File: config.mk
export PLATFORM = sky130hd
export DESIGN_NAME = brace_body_scanner_unit_flat
export DESIGN_NICKNAME = d
export VERILOG_FILES = /design/src/design/bbs_pkg.sv /design/src/design/bbs_if.sv /design/src/design/bbs_scan_core.sv /design/src/design/bbs_result_queue.sv /design/src/design/brace_body_scanner_unit.sv /design/src/flat_wrapper.sv
export SDC_FILE = /design/constraint.sdc
export NUM_CORES = 1
export LEC_CHECK = 0
export BUFFER_PORTS_ARGS = -buffer_cell sky130_fd_sc_hd__buf_4
export CORE_MARGIN = 2
export CORE_UTILIZATION = 51
export CTS_CLUSTER_DIAMETER = 200
export DETAILED_ROUTE_END_ITERATION = 10
export GPL_TIMING_DRIVEN = 0
export PLACE_DENSITY = 0.82
export RECOVER_POWER = 100
export SETUP_SLACK_MARGIN = 0.15
export SYNTH_ARGS = -nofsm -noshare
export SYNTH_HDL_FRONTEND = slang
export SYNTH_SLANG_ARGS = --single-unit
export TNS_END_PERCENT = 10
File: constraint.sdc
create_clock -name i_clk -period 6.05 [get_ports i_clk]
set_clock_uncertainty 0.1 [all_clocks]
set_input_delay 1.21 -clock i_clk [delete_from_list [all_inputs] [get_ports i_clk]]
set_output_delay 1.21 -clock i_clk [all_outputs]
set_load 0.005 [all_outputs]
File: src/design/bbs_pkg.sv
// Package with the shared types and constants of the brace body scanner.
`default_nettype none
package bbs_pkg;

    localparam int LIMIT_W = 20;
    localparam int COUNT_W = LIMIT_W + 1;

    localparam logic [LIMIT_W-1:0] RESET_MAX_LEN = 20'd65536;

    localparam logic [7:0] CH_LBRACE = 8'h7B;
    localparam logic [7:0] CH_RBRACE = 8'h7D;
    localparam logic [7:0] CH_NEWLINE = 8'h0A;
    localparam logic [7:0] CH_BSLASH = 8'h5C;
    localparam logic [7:0] CH_DQUOTE = 8'h22;
    localparam logic [7:0] CH_SQUOTE = 8'h27;
    localparam logic [7:0] CH_SLASH = 8'h2F;
    localparam logic [7:0] CH_STAR = 8'h2A;
    localparam logic [7:0] CH_NONE = 8'h00;

    typedef struct packed {
        logic [7:0] ch;
        logic       start_req;
        logic       end_of_text;
    } t_text_beat;

    typedef struct packed {
        logic [7:0] body_char;
        logic       last_char;
        logic       truncated;
    } t_result;

    typedef struct packed {
        logic       in_str;
        logic       in_chr;
        logic       in_line;
        logic       in_blk;
        logic [7:0] prev;
    } t_mode;

    typedef struct packed {
        logic [1:0] num;
        t_result    r0;
        t_result    r1;
    } t_push;

endpackage
`default_nettype wire

File: src/design/bbs_if.sv
// Valid/ready channel interfaces for text beats and body beats.
`default_nettype none
interface bbs_in_if;
    logic       valid;
    logic       ready;
    logic [7:0] ch;
    logic       start_req;
    logic       end_of_text;

    modport source(output valid, output ch, output start_req, output end_of_text, input ready);
    modport sink(input valid, input ch, input start_req, input end_of_text, output ready);
endinterface

interface bbs_out_if;
    logic       valid;
    logic       ready;
    logic [7:0] body_char;
    logic       last_char;
    logic       truncated;

    modport source(output valid, output body_char, output last_char, output truncated,
                   input ready);
    modport sink(input valid, input body_char, input last_char, input truncated,
                 output ready);
endinterface
`default_nettype wire

File: src/design/bbs_scan_core.sv
// Scan state and the per-beat decision logic of the brace body scanner.
`default_nettype none
module bbs_scan_core import bbs_pkg::*; #(
    parameter int MAX_DEPTH = 255
) (
    input  logic               i_clk,
    input  logic               i_rst_n,
    input  logic               i_step,
    input  t_text_beat         i_beat,
    input  logic [LIMIT_W-1:0] i_limit,
    output t_push              o_push
);

    localparam int DW = $clog2(MAX_DEPTH + 1);

    typedef struct packed {
        t_mode         mode;
        logic [DW-1:0] depth;
        logic          took;
    } t_dec;

    function automatic t_dec decide(t_mode m_in, logic [DW-1:0] d_in,
                                    logic [7:0] c, logic [7:0] nx);
        t_dec r;
        r.mode  = m_in;
        r.depth = d_in;
        r.took  = 1'b0;
        if (!r.mode.in_line && !r.mode.in_blk) begin
            if (c == CH_DQUOTE && r.mode.prev != CH_BSLASH) r.mode.in_str = !r.mode.in_str;
            if (c == CH_SQUOTE && r.mode.prev != CH_BSLASH) r.mode.in_chr = !r.mode.in_chr;
        end
        if (!r.mode.in_str && !r.mode.in_chr) begin
            if (c == CH_SLASH && nx == CH_SLASH) begin
                r.mode.in_line = 1'b1;
            end else if (c == CH_SLASH && nx == CH_STAR) begin
                r.mode.in_blk = 1'b1;
            end else if (r.mode.in_line && c == CH_NEWLINE) begin
                r.mode.in_line = 1'b0;
            end else if (r.mode.in_blk && c == CH_STAR && nx == CH_SLASH) begin
                r.mode.in_blk = 1'b0;
                r.took = 1'b1;
            end
        end
        if (!r.took) begin
            if (!r.mode.in_str && !r.mode.in_chr && !r.mode.in_line && !r.mode.in_blk) begin
                if (c == CH_LBRACE) begin
                    if (r.depth < DW'(MAX_DEPTH)) r.depth = r.depth + DW'(1);
                end else if (c == CH_RBRACE) begin
                    if (r.depth != '0) r.depth = r.depth - DW'(1);
                end
            end
            r.mode.prev = c;
        end
        return r;
    endfunction

    t_mode              r_mode, n_mode;
    logic [DW-1:0]      r_depth, n_depth;
    logic [7:0]         r_held, n_held;
    logic               r_hv, n_hv;
    logic [COUNT_W-1:0] r_cnt, n_cnt;
    logic               r_done, n_done;

    t_mode              s_mode;
    logic [DW-1:0]      s_depth;
    logic               s_hv;
    logic [COUNT_W-1:0] s_cnt;
    logic               active;
    logic [7:0]         c_a;
    logic [7:0]         nx_a;
    t_dec               dec_a;
    t_dec               dec_b;
    logic [COUNT_W-1:0] cnt_a;
    logic [COUNT_W-1:0] cnt_b;
    logic               bal_a;
    logic               over_a;
    logic               bal_b;

    assign s_mode  = i_beat.start_req ? '0 : r_mode;
    assign s_depth = i_beat.start_req ? '0 : r_depth;
    assign s_hv    = i_beat.start_req ? 1'b0 : r_hv;
    assign s_cnt   = i_beat.start_req ? '0 : r_cnt;
    assign active  = i_step && (i_beat.start_req || !r_done);

    assign c_a    = s_hv ? r_held : i_beat.ch;
    assign nx_a   = s_hv ? i_beat.ch : CH_NONE;
    assign dec_a  = decide(s_mode, s_depth, c_a, nx_a);
    assign cnt_a  = s_cnt + (dec_a.took ? COUNT_W'(2) : COUNT_W'(1));
    assign bal_a  = (dec_a.depth == '0);
    assign over_a = (cnt_a > {1'b0, i_limit});
    assign dec_b  = decide(dec_a.mode, dec_a.depth, i_beat.ch, CH_NONE);
    assign cnt_b  = cnt_a + COUNT_W'(1);
    assign bal_b  = (dec_b.depth == '0);

    always_comb begin
        n_mode  = r_mode;
        n_depth = r_depth;
        n_held  = r_held;
        n_hv    = r_hv;
        n_cnt   = r_cnt;
        n_done  = r_done;
        o_push.num = 2'd0;
        o_push.r0  = '{body_char: c_a, last_char: 1'b0, truncated: 1'b0};
        o_push.r1  = '{body_char: i_beat.ch, last_char: 1'b0, truncated: 1'b0};
        if (active) begin
            n_done = 1'b0;
            if (!s_hv && !i_beat.end_of_text) begin
                n_mode  = s_mode;
                n_depth = s_depth;
                n_cnt   = s_cnt;
                n_held  = i_beat.ch;
                n_hv    = 1'b1;
            end else begin
                n_mode     = dec_a.mode;
                n_depth    = dec_a.depth;
                n_cnt      = cnt_a;
                o_push.num = dec_a.took ? 2'd2 : 2'd1;
                if (bal_a || over_a || !s_hv) begin
                    n_done = 1'b1;
                    n_hv   = 1'b0;
                    if (dec_a.took) begin
                        o_push.r1.last_char = 1'b1;
                        o_push.r1.truncated = !bal_a;
                    end else begin
                        o_push.r0.last_char = 1'b1;
                        o_push.r0.truncated = !bal_a;
                    end
                end else if (dec_a.took) begin
                    n_hv = 1'b0;
                    if (i_beat.end_of_text) begin
                        n_done = 1'b1;
                        o_push.r1.last_char = 1'b1;
                        o_push.r1.truncated = 1'b1;
                    end
                end else begin
                    n_held = i_beat.ch;
                    n_hv   = 1'b1;
                    if (i_beat.end_of_text) begin
                        n_mode     = dec_b.mode;
                        n_depth    = dec_b.depth;
                        n_cnt      = cnt_b;
                        n_done     = 1'b1;
                        n_hv       = 1'b0;
                        o_push.num = 2'd2;
                        o_push.r1.last_char = 1'b1;
                        o_push.r1.truncated = !bal_b;
                    end
                end
            end
        end
    end

    always_ff @(posedge i_clk) begin
        if (!i_rst_n) begin
            r_mode  <= '0;
            r_depth <= '0;
            r_held  <= '0;
            r_hv    <= 1'b0;
            r_cnt   <= '0;
            r_done  <= 1'b1;
        end else begin
            r_mode  <= n_mode;
            r_depth <= n_depth;
            r_held  <= n_held;
            r_hv    <= n_hv;
            r_cnt   <= n_cnt;
            r_done  <= n_done;
        end
    end

endmodule
`default_nettype wire

File: src/design/bbs_result_queue.sv
// Three-entry result queue that takes up to two results and gives one per beat.
`default_nettype none
module bbs_result_queue import bbs_pkg::*; (
    input  logic             i_clk,
    input  logic             i_rst_n,
    input  t_push            i_push,
    output logic             o_room,
    bbs_out_if.source        o_body
);

    localparam int QD = 3;
    localparam int CW = $clog2(QD + 1);

    t_result         r_slot [QD];
    t_result         n_slot [QD];
    t_result         sh     [QD];
    logic [CW-1:0]   r_cnt, n_cnt;
    logic [CW-1:0]   base;
    logic            pop;

    assign pop    = o_body.valid && o_body.ready;
    assign base   = r_cnt - {{(CW-1){1'b0}}, pop};
    assign o_room = (r_cnt <= CW'(1));

    assign o_body.valid     = (r_cnt != '0);
    assign o_body.body_char = r_slot[0].body_char;
    assign o_body.last_char = r_slot[0].last_char;
    assign o_body.truncated = r_slot[0].truncated;

    always_comb begin
        for (int i = 0; i < QD - 1; i++) begin
            sh[i] = pop ? r_slot[i+1] : r_slot[i];
        end
        sh[QD-1] = r_slot[QD-1];
        for (int i = 0; i < QD; i++) begin
            n_slot[i] = sh[i];
            if (i_push.num != 2'd0 && CW'(i) == base) n_slot[i] = i_push.r0;
            if (i_push.num == 2'd2 && CW'(i) == base + CW'(1)) n_slot[i] = i_push.r1;
        end
        n_cnt = base + CW'(i_push.num);
    end

    always_ff @(posedge i_clk) begin
        for (int i = 0; i < QD; i++) begin
            r_slot[i] <= n_slot[i];
        end
    end

    always_ff @(posedge i_clk) begin
        if (!i_rst_n) begin
            r_cnt <= '0;
        end else begin
            r_cnt <= n_cnt;
        end
    end

endmodule
`default_nettype wire

File: src/design/brace_body_scanner_unit.sv
// Top level of the brace body scanner: input register, scan core and result queue.
//
// Text bytes arrive as beats on i_text, the first one of a body marked by start_req
// on its opening brace and the final byte of text marked by end_of_text. Body bytes
// leave as beats on o_body; the final one carries last_char, and truncated when the
// body ended at the length limit or at end of text instead of on the balancing brace.
// The limit is written through i_cfg_we and i_cfg_wdata; the user must do so only
// while the block is idle, since the block itself does not enforce it. A text beat
// is held in the input register and then in the scan core until the next byte
// arrives, and its results are registered in the result queue that drives o_body.
// Each byte is decided when the next one arrives, so the first body byte shows up
// after the second text beat. One text beat enters per cycle while the queue has
// room, and each beat yields at most one body beat; a beat that closes a block
// comment or ends the text can give two, and the input then waits for room again.
// The three-entry result queue decides that room, and it also keeps the input open while the
// receiver stalls with one result waiting.
// After reset the scanner is idle, the limit is 65536, and beats without start_req
// are dropped without a result.
`default_nettype none
module brace_body_scanner_unit import bbs_pkg::*; #(
    parameter int MAX_DEPTH = 255
) (
    input  logic               i_clk,
    input  logic               i_rst_n,
    bbs_in_if.sink             i_text,
    bbs_out_if.source          o_body,
    input  logic               i_cfg_we,
    input  logic [LIMIT_W-1:0] i_cfg_wdata
);

    logic               r_in_valid, n_in_valid;
    t_text_beat         r_in;
    logic [LIMIT_W-1:0] r_max_len;
    logic               w_room;
    logic               w_step;
    logic               w_take;
    t_push              w_push;

    assign w_step       = r_in_valid && w_room;
    assign i_text.ready = !r_in_valid || w_room;
    assign w_take       = i_text.valid && i_text.ready;

    always_comb begin
        n_in_valid = r_in_valid;
        if (w_take) begin
            n_in_valid = 1'b1;
        end else if (w_step) begin
            n_in_valid = 1'b0;
        end
    end

    always_ff @(posedge i_clk) begin
        if (!i_rst_n) begin
            r_in_valid <= 1'b0;
            r_max_len  <= RESET_MAX_LEN;
        end else begin
            r_in_valid <= n_in_valid;
            if (i_cfg_we) r_max_len <= i_cfg_wdata;
        end
    end

    always_ff @(posedge i_clk) begin
        if (w_take) begin
            r_in <= '{ch: i_text.ch, start_req: i_text.start_req,
                      end_of_text: i_text.end_of_text};
        end
    end

    bbs_scan_core #(
        .MAX_DEPTH(MAX_DEPTH)
    ) u_core (
        .i_clk   (i_clk),
        .i_rst_n (i_rst_n),
        .i_step  (w_step),
        .i_beat  (r_in),
        .i_limit (r_max_len),
        .o_push  (w_push)
    );

    bbs_result_queue u_queue (
        .i_clk   (i_clk),
        .i_rst_n (i_rst_n),
        .i_push  (w_push),
        .o_room  (w_room),
        .o_body  (o_body)
    );

`ifndef SYNTHESIS
    a_eot_ends_body: assert property (@(posedge i_clk) disable iff (!i_rst_n)
        (w_step && r_in.end_of_text && w_push.num == 2'd1) |-> w_push.r0.last_char)
        else $error("End of text did not end the body on a single result.");

    a_pair_first_not_last: assert property (@(posedge i_clk) disable iff (!i_rst_n)
        (w_push.num == 2'd2) |-> !w_push.r0.last_char)
        else $error("First of two results was marked as the last byte.");

    a_trunc_only_last: assert property (@(posedge i_clk) disable iff (!i_rst_n)
        (w_push.num != 2'd0) |->
        (!w_push.r0.truncated || w_push.r0.last_char) &&
        (!w_push.r1.truncated || w_push.r1.last_char))
        else $error("Truncated flag set on a byte that is not the last.");

    a_valid_falls_on_pop: assert property (@(posedge i_clk) disable iff (!i_rst_n)
        $fell(o_body.valid) |-> $past(o_body.ready))
        else $error("Output beat vanished without being taken.");
`endif

endmodule
`default_nettype wire
File: src/flat_wrapper.sv
// flat-port wrapper written by rule: the top's interface ports become plain ports
module brace_body_scanner_unit_flat import bbs_pkg::*;
#(
    parameter int MAX_DEPTH = 255
)
  (i_clk, i_rst_n, i_cfg_we, i_cfg_wdata, i_text_valid, i_text_ch, i_text_start_req, i_text_end_of_text, i_text_ready, o_body_valid, o_body_body_char, o_body_last_char, o_body_truncated, o_body_ready);
  bbs_in_if i_text_i ();
  bbs_out_if o_body_i ();
  input  logic i_clk;
  input  logic i_rst_n;
  input  logic i_cfg_we;
  input  logic [LIMIT_W-1:0] i_cfg_wdata;
  input wire logic [$bits(i_text_i.valid)-1:0] i_text_valid;
  input wire logic [$bits(i_text_i.ch)-1:0] i_text_ch;
  input wire logic [$bits(i_text_i.start_req)-1:0] i_text_start_req;
  input wire logic [$bits(i_text_i.end_of_text)-1:0] i_text_end_of_text;
  output wire logic [$bits(i_text_i.ready)-1:0] i_text_ready;
  output wire logic [$bits(o_body_i.valid)-1:0] o_body_valid;
  output wire logic [$bits(o_body_i.body_char)-1:0] o_body_body_char;
  output wire logic [$bits(o_body_i.last_char)-1:0] o_body_last_char;
  output wire logic [$bits(o_body_i.truncated)-1:0] o_body_truncated;
  input wire logic [$bits(o_body_i.ready)-1:0] o_body_ready;
  assign i_text_i.valid = i_text_valid;
  assign i_text_i.ch = i_text_ch;
  assign i_text_i.start_req = i_text_start_req;
  assign i_text_i.end_of_text = i_text_end_of_text;
  assign i_text_ready = i_text_i.ready;
  assign o_body_valid = o_body_i.valid;
  assign o_body_body_char = o_body_i.body_char;
  assign o_body_last_char = o_body_i.last_char;
  assign o_body_truncated = o_body_i.truncated;
  assign o_body_i.ready = o_body_ready;
  brace_body_scanner_unit #(.MAX_DEPTH(MAX_DEPTH)) u_core (.i_clk(i_clk), .i_rst_n(i_rst_n), .i_text(i_text_i), .o_body(o_body_i), .i_cfg_we(i_cfg_we), .i_cfg_wdata(i_cfg_wdata));
endmodule
* After elaboration in Yosys (flattened, before gate mapping)
Memory sizes are Yosys's and may differ from the RTL's.
Index checks and enable logic that the tools add are counted.
** Cells by class
- Eq/ne operators :: 23
- Reduce and logical (&&, ||, !) cells :: 60
- $add $sub $neg :: 9
- Muxes and demuxes :: 88
- $lt $le $gt $ge :: 4
** Operator list (count)
- 8-bit two-way mux :: 20
- 21-bit two-way mux :: 5
- 10-bit two-way mux :: 8
- 8-bit by 6-bit equality test with 1-bit output, second input constant :: 8
- 12-bit two-way mux :: 5
- 2-bit two-way mux :: 21
- 8-bit by 7-bit equality test with 1-bit output, second input constant :: 4
- 1-bit logical AND :: 29
- 1-bit two-way mux :: 28
- 21-bit by 1-bit adder with 21-bit output, second input constant :: 1
- 21-bit by 2-bit adder with 21-bit output :: 1
- 21-bit by 20-bit > comparator with 1-bit output :: 1
- 1-bit logical NOT :: 17
- 8-bit by 1-bit adder with 8-bit output, second input constant :: 2
- 8-bit by 4-bit equality test with 1-bit output, second input constant :: 2
- 8-bit logical NOT :: 2
- 8-bit less-than comparator, second input constant :: 2
- 16-bit two-way mux :: 1
- 8-bit by 7-bit inequality test with 1-bit output, second input constant :: 2
- 8-bit nonzero test :: 2
- 8-bit by 1-bit subtractor with 8-bit output, second input constant :: 2
- 2-bit nonzero test :: 3
- 1-bit by 2-bit equality test with 1-bit output, first input constant :: 2
- 2-bit equality test, first input constant :: 2
- 10 further kinds :: 14
** Word-level totals
- Output and inout bits :: 12
- Memories :: 1
- RAM bits :: 30
- Input bits :: 35
- Flip-flop bits (word level) :: 84
** Memory list
- u_core.u_queue.r_slot :: depth 3, bits a word 10, read ports 3, clocked after memory_dff 0, write ports 3, RTL line bbs_result_queue.sv:14 : t_result r_slot [QD];

* Longest topological paths before layout
Gate-level depths: netlist (run 1).
- Depth in word-level cells :: 34
- Mapped depth :: 31
- Mapped depth without buffers :: 26

* Hierarchy
A second synthesis (run 1) with hierarchy kept.
** Unflattened totals
- Cells, all modules :: 1057
- Area total of the unflattened synthesis :: 8851.0 µm²
** Modules (own cells, without submodules)
- bbs_scan_core :: instances 1, area an instance 5888.1 µm², cells each 806
- bbs_result_queue :: instances 1, area an instance 1859.3 µm², cells each 171
- brace_body_scanner_unit :: instances 1, area an instance 1103.6 µm², cells each 80

* Least setup slack after synthesis (run 1)
OpenSTA, ideal clock, no wires.
- Path kind :: reg-to-reg
- Start point :: register u_core.r_in[1] (netlist name)
- End point :: memory u_core.u_queue.r_slot[0][0] in the netlist's numbering, enable pin
- Stages on the path, launching flop included :: 29
- Clock period less this slack :: 6497 ps
- Data arrival time :: 6048 ps
- Path slack :: -447 ps
- Library setup time :: 349 ps
- Data required time :: 5601 ps
- Cells stage by stage :: edfxtp_1 > buf_2 > clkbuf_1 > clkbuf_1 > clkbuf_1 > clkbuf_1 > buf_1 > clkbuf_1 > nor2b_1 > ha_1 > ha_1 > a21oi_1 > or2_2 > nor2_1 > xnor2_1 > or2_2 > inv_1 > ha_1 > a2111oi_0 > o211ai_1 > o21ai_0 > nand3_1 > a21oi_4 > and2_1 > buf_6 > nor2_4 > or4_4 > buf_6 > nand3_1
** RTL lines (RTL line)
- end, declared :: bbs_result_queue.sv:14

==> impl_metrics.toml, run 1 <==
[cts]
cts_max_level = 4
clk_pin_slew_worst_paths_ns = 0.06
cts_buffers = 17
cts_buffer_depth = 2
cts_root_buf = "clkbuf_16"
numClockSinks = 114
cts_tree = "done"
clk_latency_ns = 0.44

[yosys]
syn_nets = 1168
synth_commonest_cells = "118 x nand2_1, 118 x nor2_1, 74 x dfxtp_1"
yosysUniqueCellTypes = 93
yosysWarnings = 0
synth_area_um2 = 8820
synthTopCellsByArea = "dfxtp_1 17%, edfxtp_1 14%, nand2_1 5.0%, nor2_1 5.0%, mux2i_1 4.5%"
synth_top_area_share = 0.168
synth_edf_count = 40
yosys_most_used_dff = "dfxtp_1"
synth_seq_cells = 114
synthArstFlopShare = 0
yosys.area.top_type = "dfxtp_1"
synth_cells = 1103
ys_seq_area_frac = 0.304
avgSynthCellArea_um2 = 8.00

[timing]
worst_pin_slew_ns = 0.924
final_hold_viol_count = 0
fmax_mhz = 166
maxSlewViolCount = 0
period_share = 0.997
slew_headroom = 0.378
period_minus_slack_ns = 6.03
fin_setup_tns_ns = 0
rsz0062_at_grt = "true"
finalSetupViolCount = 0

[worst_setup_path]
criticalPathCategory = "flop to flop"
cpLargestDelayFamily = "simple AND/OR/NAND/NOR gates"
rr_worst_depth = 28
regToRegSetupSlack_ns = 0.02
path_max_fanout = 6
crit_cells = 28
r2r_end = "u_core.u_queue.r_slot[0][1]"
cp-start-kind = "flop"
critPathCaptureType = "flop"
arrival_ns = 6.22
required_ns = 6.24
critPathSlowestCell = "edfxtp_1"
path_buf_inv = 6
r2r-start = "u_core.r_in[1]"
cpPeakStageDelay_ns = 0.49

[power]
power_density_nw_per_um2 = 220
pwr-share-seq = 0.369
total_power_w = 0.00239
p_switching_w = 0.000720
power_leakage_nw = 3.92
internal_power_w = 0.00167
p_sw_frac = 0.301
clkPwrFrac = 0.435
vdd_drop_max_mv = 0.208
p_comb_frac = 0.196

[detailed_routing]
avgRoutedWirePerCell_um = 21.1
postRouteAntennaNets = 0
vias = 9418
via_per_inst = 6.58
routed-wl-met3_um = 3390
wl_met1_um = 11300
wirelength_um = 30200
firstDrtPassIters = 7
wl_met2_um = 13700
drc = 0
drtIter0Drc = 1366
top_layer_used = "met4"

[grt]
grt_max_degree = 17
grt_usage = 0.311
grt_pass1_wl_um = 44900
grt_pass1_vias = 8684
grt-ovfl-total = 0
antenna_found_initial = 0

[worst_hold_path]
hold_path_end = "u_core.u_core.r_mode[4]"
min_path_type = "flop to flop"
min_from = "u_core.u_core.r_mode[4]"
hold_depth = 2

[place]
dp_hpwl_um = 19500
placed_area_um2 = 9450
gp_congestion = 0.996
place.port_buffers = 44

[die]
die_width_um = 136
fp-row-count = 48
die-area_um2 = 18400
start_util = 0.515
ios = 47
die_height_um = 136
coreArea_um2 = 17100

[layout]
syn_to_final_growth_pct = 22.9
final_area_um2 = 10800
final_nets = 1259
diodes = 0
drive_gt1_frac = 0.207

[flow_run]
cap_viol_max_count = 0

[outcome]
status = "finished, final reports clean"
cell type report:
cell class | count | area (µm²)
fill | 1359 | 6270
multi-input combinational | 858 | 6020
sequential | 114 | 2680
timing repair buffer | 72 | 563
buffer | 80 | 505
clock buffer | 18 | 450
tap | 225 | 282
inverter | 51 | 196
clock inverter | 14 | 149
worst max path at each step:
stage,start,to,slack [ns]
CTS,u_core.r_in[1],u_core.u_queue.r_slot[0][1],-0.05
finish,u_core.r_in[1],u_core.u_queue.r_slot[0][1],0.02
global placement,u_core.r_in[1],u_core.u_core.r_depth[2],-1.58
global route,u_core.r_in[1],u_core.u_queue.r_slot[0][1],-0.15
floorplan,u_core.r_in[6],u_core.u_queue.r_slot[0][1],0.16
detailed placement,u_core.r_in[1],u_core.u_core.r_cnt[6],-1.53
tightest hold or removal path: stages (launching register included):
cell and delay [ns]:
dfxtp_1 0.32, nand2_1 0.06, a21oi_1 0.05
cells by family (layout without fill, tap and decap cells):
family | Yosys count | count (layout) | share of synthesized area
and+or+nand+nor | 441 | 441 | 0.252
xor gates and xnor gates | 49 | 49 | 0.0495
buffers and inverters | 131 | 235 | 0.0647
muxes | 53 | 53 | 0.0623
adders and majority gates | 32 | 32 | 0.0450
AOI/OAI and AO/OA | 283 | 283 | 0.222
DFF | 114 | 114 | 0.304
sequential cells by signal, indices dropped and copies added (netlist names):
signal	cells
u_core.u_core.r_cnt	21
u_core.r_in_valid	1
u_core.u_queue.r_slot	30
u_core.r_in	10
u_core.u_queue.r_cnt	2
u_core.u_core.r_held	8
u_core.u_core.r_mode	12
u_core.u_core.r_done	1
u_core.r_max_len	20
u_core.u_core.r_depth	8
u_core.u_core.r_hv	1
repair_timing:
item | 4_1_cts | 5_1_grt
setup endpoints to repair | 112 | 104
gates resized for setup | 64 | 73
endpoints found under the hold margin | 0 | 0
hold buffers | 0 | 0
pin swaps | 8 | 22
gates cloned | 0 | 1
buffers inserted | 6 | 20
power by group through the flow:
stage / registers [W] / clock network (W) / logic (W)
after floorplan: 0.000889 / 0 / 0.000284
after detailed placement: 0.000896 / 0 / 0.000410
final: 0.000883 / 0.00104 / 0.000468
after CTS: 0.000881 / 0.00103 / 0.000431
after global routing: 0.000887 / 0.00106 / 0.000501
after global placement: 0.000895 / 0 / 0.000400
per-layer routing:
layer | track usage | vias to the layer above
li1 | - | 4213
met1 | 0.395 | 4321
met2 | 0.496 | 702
met3 | 0.0629 | 182
met4 | 0.174 | 0
met5 | 0 | -
layout by cell type (no fill, tap or decap), types with 6 or more instances in the layout:
cell type and n:
inv_1 47, nor4_1 10, ha_1 26, mux2i_1 37
buf_2 10, xor2_1 8, o21ai_0 56, buf_4 57
nand3_1 33, clkbuf_16 19, o21a_1 8, nand2b_1 11
nor3_1 26, xnor2_1 37, o22ai_1 11, a21o_1 7
o211ai_1 12, and3_1 9, a211oi_1 14, buf_6 8
dfxtp_1 74, clkbuf_4 27, a31oi_1 9, edfxtp_1 40
a2bb2oi_1 11, or3_1 7, or2_2 6, and2_1 8
a21oi_1 56, nand4_1 26, a21oi_4 6, clkbuf_1 34
mux2_2 12, nand2_1 117, nor2_2 7, nor2_1 107
nor2b_1 17
metrics by stage:
stage,hold WS (ns),util,setup slack (ns),std cells
after CTS,0.365,0.605,-0.0540,1411
after global routing,0.395,0.634,-0.152,1432
after floorplan,0.338,-,0.155,1103
after global placement,0.352,0.552,-1.58,1372
final,0.377,0.634,0.0205,1432
after detailed placement,0.357,0.552,-1.53,1373
No activity file was read; power rests on OpenSTA's default activity.
==> run 2, diff against run 1 <==
- ABC_AREA: not set -> 1
==> impl_metrics.toml, run 2 <==
[detailed_routing]
avgRoutedWirePerCell_um = 17.8
wirelength_um = 33000
drc = 0
postRouteAntennaNets = 0
firstDrtPassIters = 6
via_per_inst = 5.88
drtIter0Drc = 1249
vias = 10918

[power]
power_density_nw_per_um2 = 255
power_leakage_nw = 5.07
vdd_drop_max_mv = 0.198

[worst_setup_path]
critPathCaptureType = "flop"
cpPeakStageDelay_ns = 0.46
arrival_ns = 5.85
cpMostUsedCell = "nand2_1"
path_max_fanout = 7
cp-start-kind = "flop"
criticalPathCategory = "flop to flop"
required_ns = 6.10
critPathSlowestCell = "dfxtp_2"

[place]
dp_hpwl_um = 23900
gp_congestion = 1.01
place.port_buffers = 46

[die]
ios = 47
die_height_um = 141
fp-row-count = 50
coreArea_um2 = 18500
die_width_um = 141
die-area_um2 = 19900
start_util = 0.516

[yosys]
synthArstFlopShare = 0
yosys_most_used_dff = "dfxtp_1"
synth_seq_cells = 114
yosys.area.top_type = "dfxtp_1"
avgSynthCellArea_um2 = 6.40
muxShareOfSynthArea = 0
synth_cells = 1494
synth_edf_count = 40
yosysUniqueCellTypes = 53
synthXorXnorAreaFrac = 0.0202
synth_top_family_by_area = "simple AND/OR/NAND/NOR gates"
synth_compound_area_frac = 0.168
yosysMostFrequentCell = "nand2_1"
synthTopCellsByArea = "dfxtp_1 16%, nand2_1 15%, edfxtp_1 13%, nand3_1 7.2%, inv_1 6.7%"
ys_seq_area_frac = 0.281
syn_nets = 1559
synthAdderAreaFrac = 0.0393
synth_top_area_share = 0.155
synth_commonest_cells = "392 x nand2_1, 170 x inv_1, 139 x nor2_1"
synth_simple_gate_area_share = 0.382
yosysWarnings = 0
synth_area_um2 = 9560

[grt]
grt_pass1_wl_um = 51200
antenna_found_initial = 0
grt-ovfl-total = 0
grt_usage = 0.326
grt_max_degree = 17
grt_pass1_vias = 9987

[cts]
cts_buffer_depth = 2
cts_buffers = 17
cts_tree = "done"
cts_max_level = 4
clk_latency_ns = 0.43
cts_root_buf = "clkbuf_16"
hold_buffers = 0
clk_pin_slew_worst_paths_ns = 0.06
numClockSinks = 114

[timing]
fmax_mhz = 172
slew_headroom = 0.236
worst_pin_slew_ns = 1.14
final_hold_viol_count = 0
maxSlewViolCount = 0
rsz0062_at_grt = "false"
period_share = 0.959
period_minus_slack_ns = 5.80
finalSetupViolCount = 0
fin_setup_tns_ns = 0

[layout]
drive_gt1_frac = 0.179
layout_commonest_cell = "nand2_1"
finish.utilization = 0.622
diodes = 0
final_cell_mix = "379 x nand2_1, 162 x inv_1, 132 x nor2_1"
top_register = "u_core.u_queue.r_slot"
largestRegisters = "u_core.u_queue.r_slot (30), u_core.u_core.r_cnt (21), u_core.r_max_len (20)"
final_nets = 1676
syn_to_final_growth_pct = 20.5
largest_reg_flops = 30

[flow_run]
cap_viol_max_count = 0

[worst_hold_path]
min_path_type = "flop to flop"

[outcome]
status = "finished, final reports clean"
run 2: path summary, 6_finish.rpt:
check / startpoint / end / slack (ns) / depth (start not counted)
min: u_core.u_core.r_depth[7] / u_core.u_core.r_depth[7] / 0.37 / 2
min reg2reg: u_core.u_core.r_depth[7] / u_core.u_core.r_depth[7] / 0.37 / 2
max reg2reg: u_core.u_core.r_hv / u_core.u_queue.r_slot[0][1] / 0.25 / 38
max: u_core.u_core.r_hv / u_core.u_queue.r_slot[0][1] / 0.25 / 38
run 2: critical path, delay by kind of cell, from the launching register on:
| kind | cells | cell delay (ns) |
|---|---|---|
| flops | 1 | 0.46 |
| simple gates | 24 | 2.62 |
| xor+xnor | 1 | 0.21 |
| compound gates | 4 | 0.72 |
| buf+inv | 7 | 0.78 |
| fa+ha+maj | 2 | 0.64 |
run 2: cell families after synthesis:
| group | count (synthesis) |
|---|---|
| AND/OR/NAND/NOR | 794 |
| AO/OA/AOI/OAI | 286 |
| buffers and inverters | 248 |
| flip-flops | 114 |
| adder cells (fa/ha/maj) | 30 |
| XOR/XNOR | 22 |
run 2: layout make-up:
type	instances	area [µm²]
buffer	57	359
clock buffer	19	433
clock inverter	13	139
fill	1678	7010
inverter	191	746
multi-input combinational	1133	6140
sequential	114	2680
tap	234	293
timing repair buffer	96	713
timing repair inverter	1	8.76
run 2: repair_timing:
action | CTS | global route
cloned | 1 | 1
endpoints found under the setup margin | 111 | 112
resized for setup | 32 | 65
setup buffers | 14 | 36
pin swaps | 14 | 34
run 2: routing by layer:
layer / vias up / wire length (µm) / track usage
li1: 5186 / - / -
met1: 4941 / 12700 / 0.411
met2: 661 / 15400 / 0.539
met3: 130 / 3220 / 0.0526
met4: 0 / 1760 / 0.171
met5: - / 0 / 0
run 2: where the power goes:
part	internal (W)	switching (W)	total, W
Combinational	0.000325	0.000644	0.000969
Sequential	0.000918	0.0000497	0.000968
Clock	0.000604	0.000391	0.000995
Total	0.00185	0.00108	0.00293
run 2: metrics by stage:
stage	total power, W	hold WS (ns)	cell area (µm²)	setup WS [ns]	instances
2_1_floorplan	0.00158	0.340	9560	0.505	1494
3_3_place_gp	0.00183	0.352	10200	-0.743	1774
3_5_place_dp	0.00185	0.355	10200	-0.734	1774
4_1_cts	0.00286	0.368	11000	0.154	1821
5_1_grt	0.00306	0.378	11500	0.00885	1858
6_report	0.00293	0.367	11500	0.249	1858
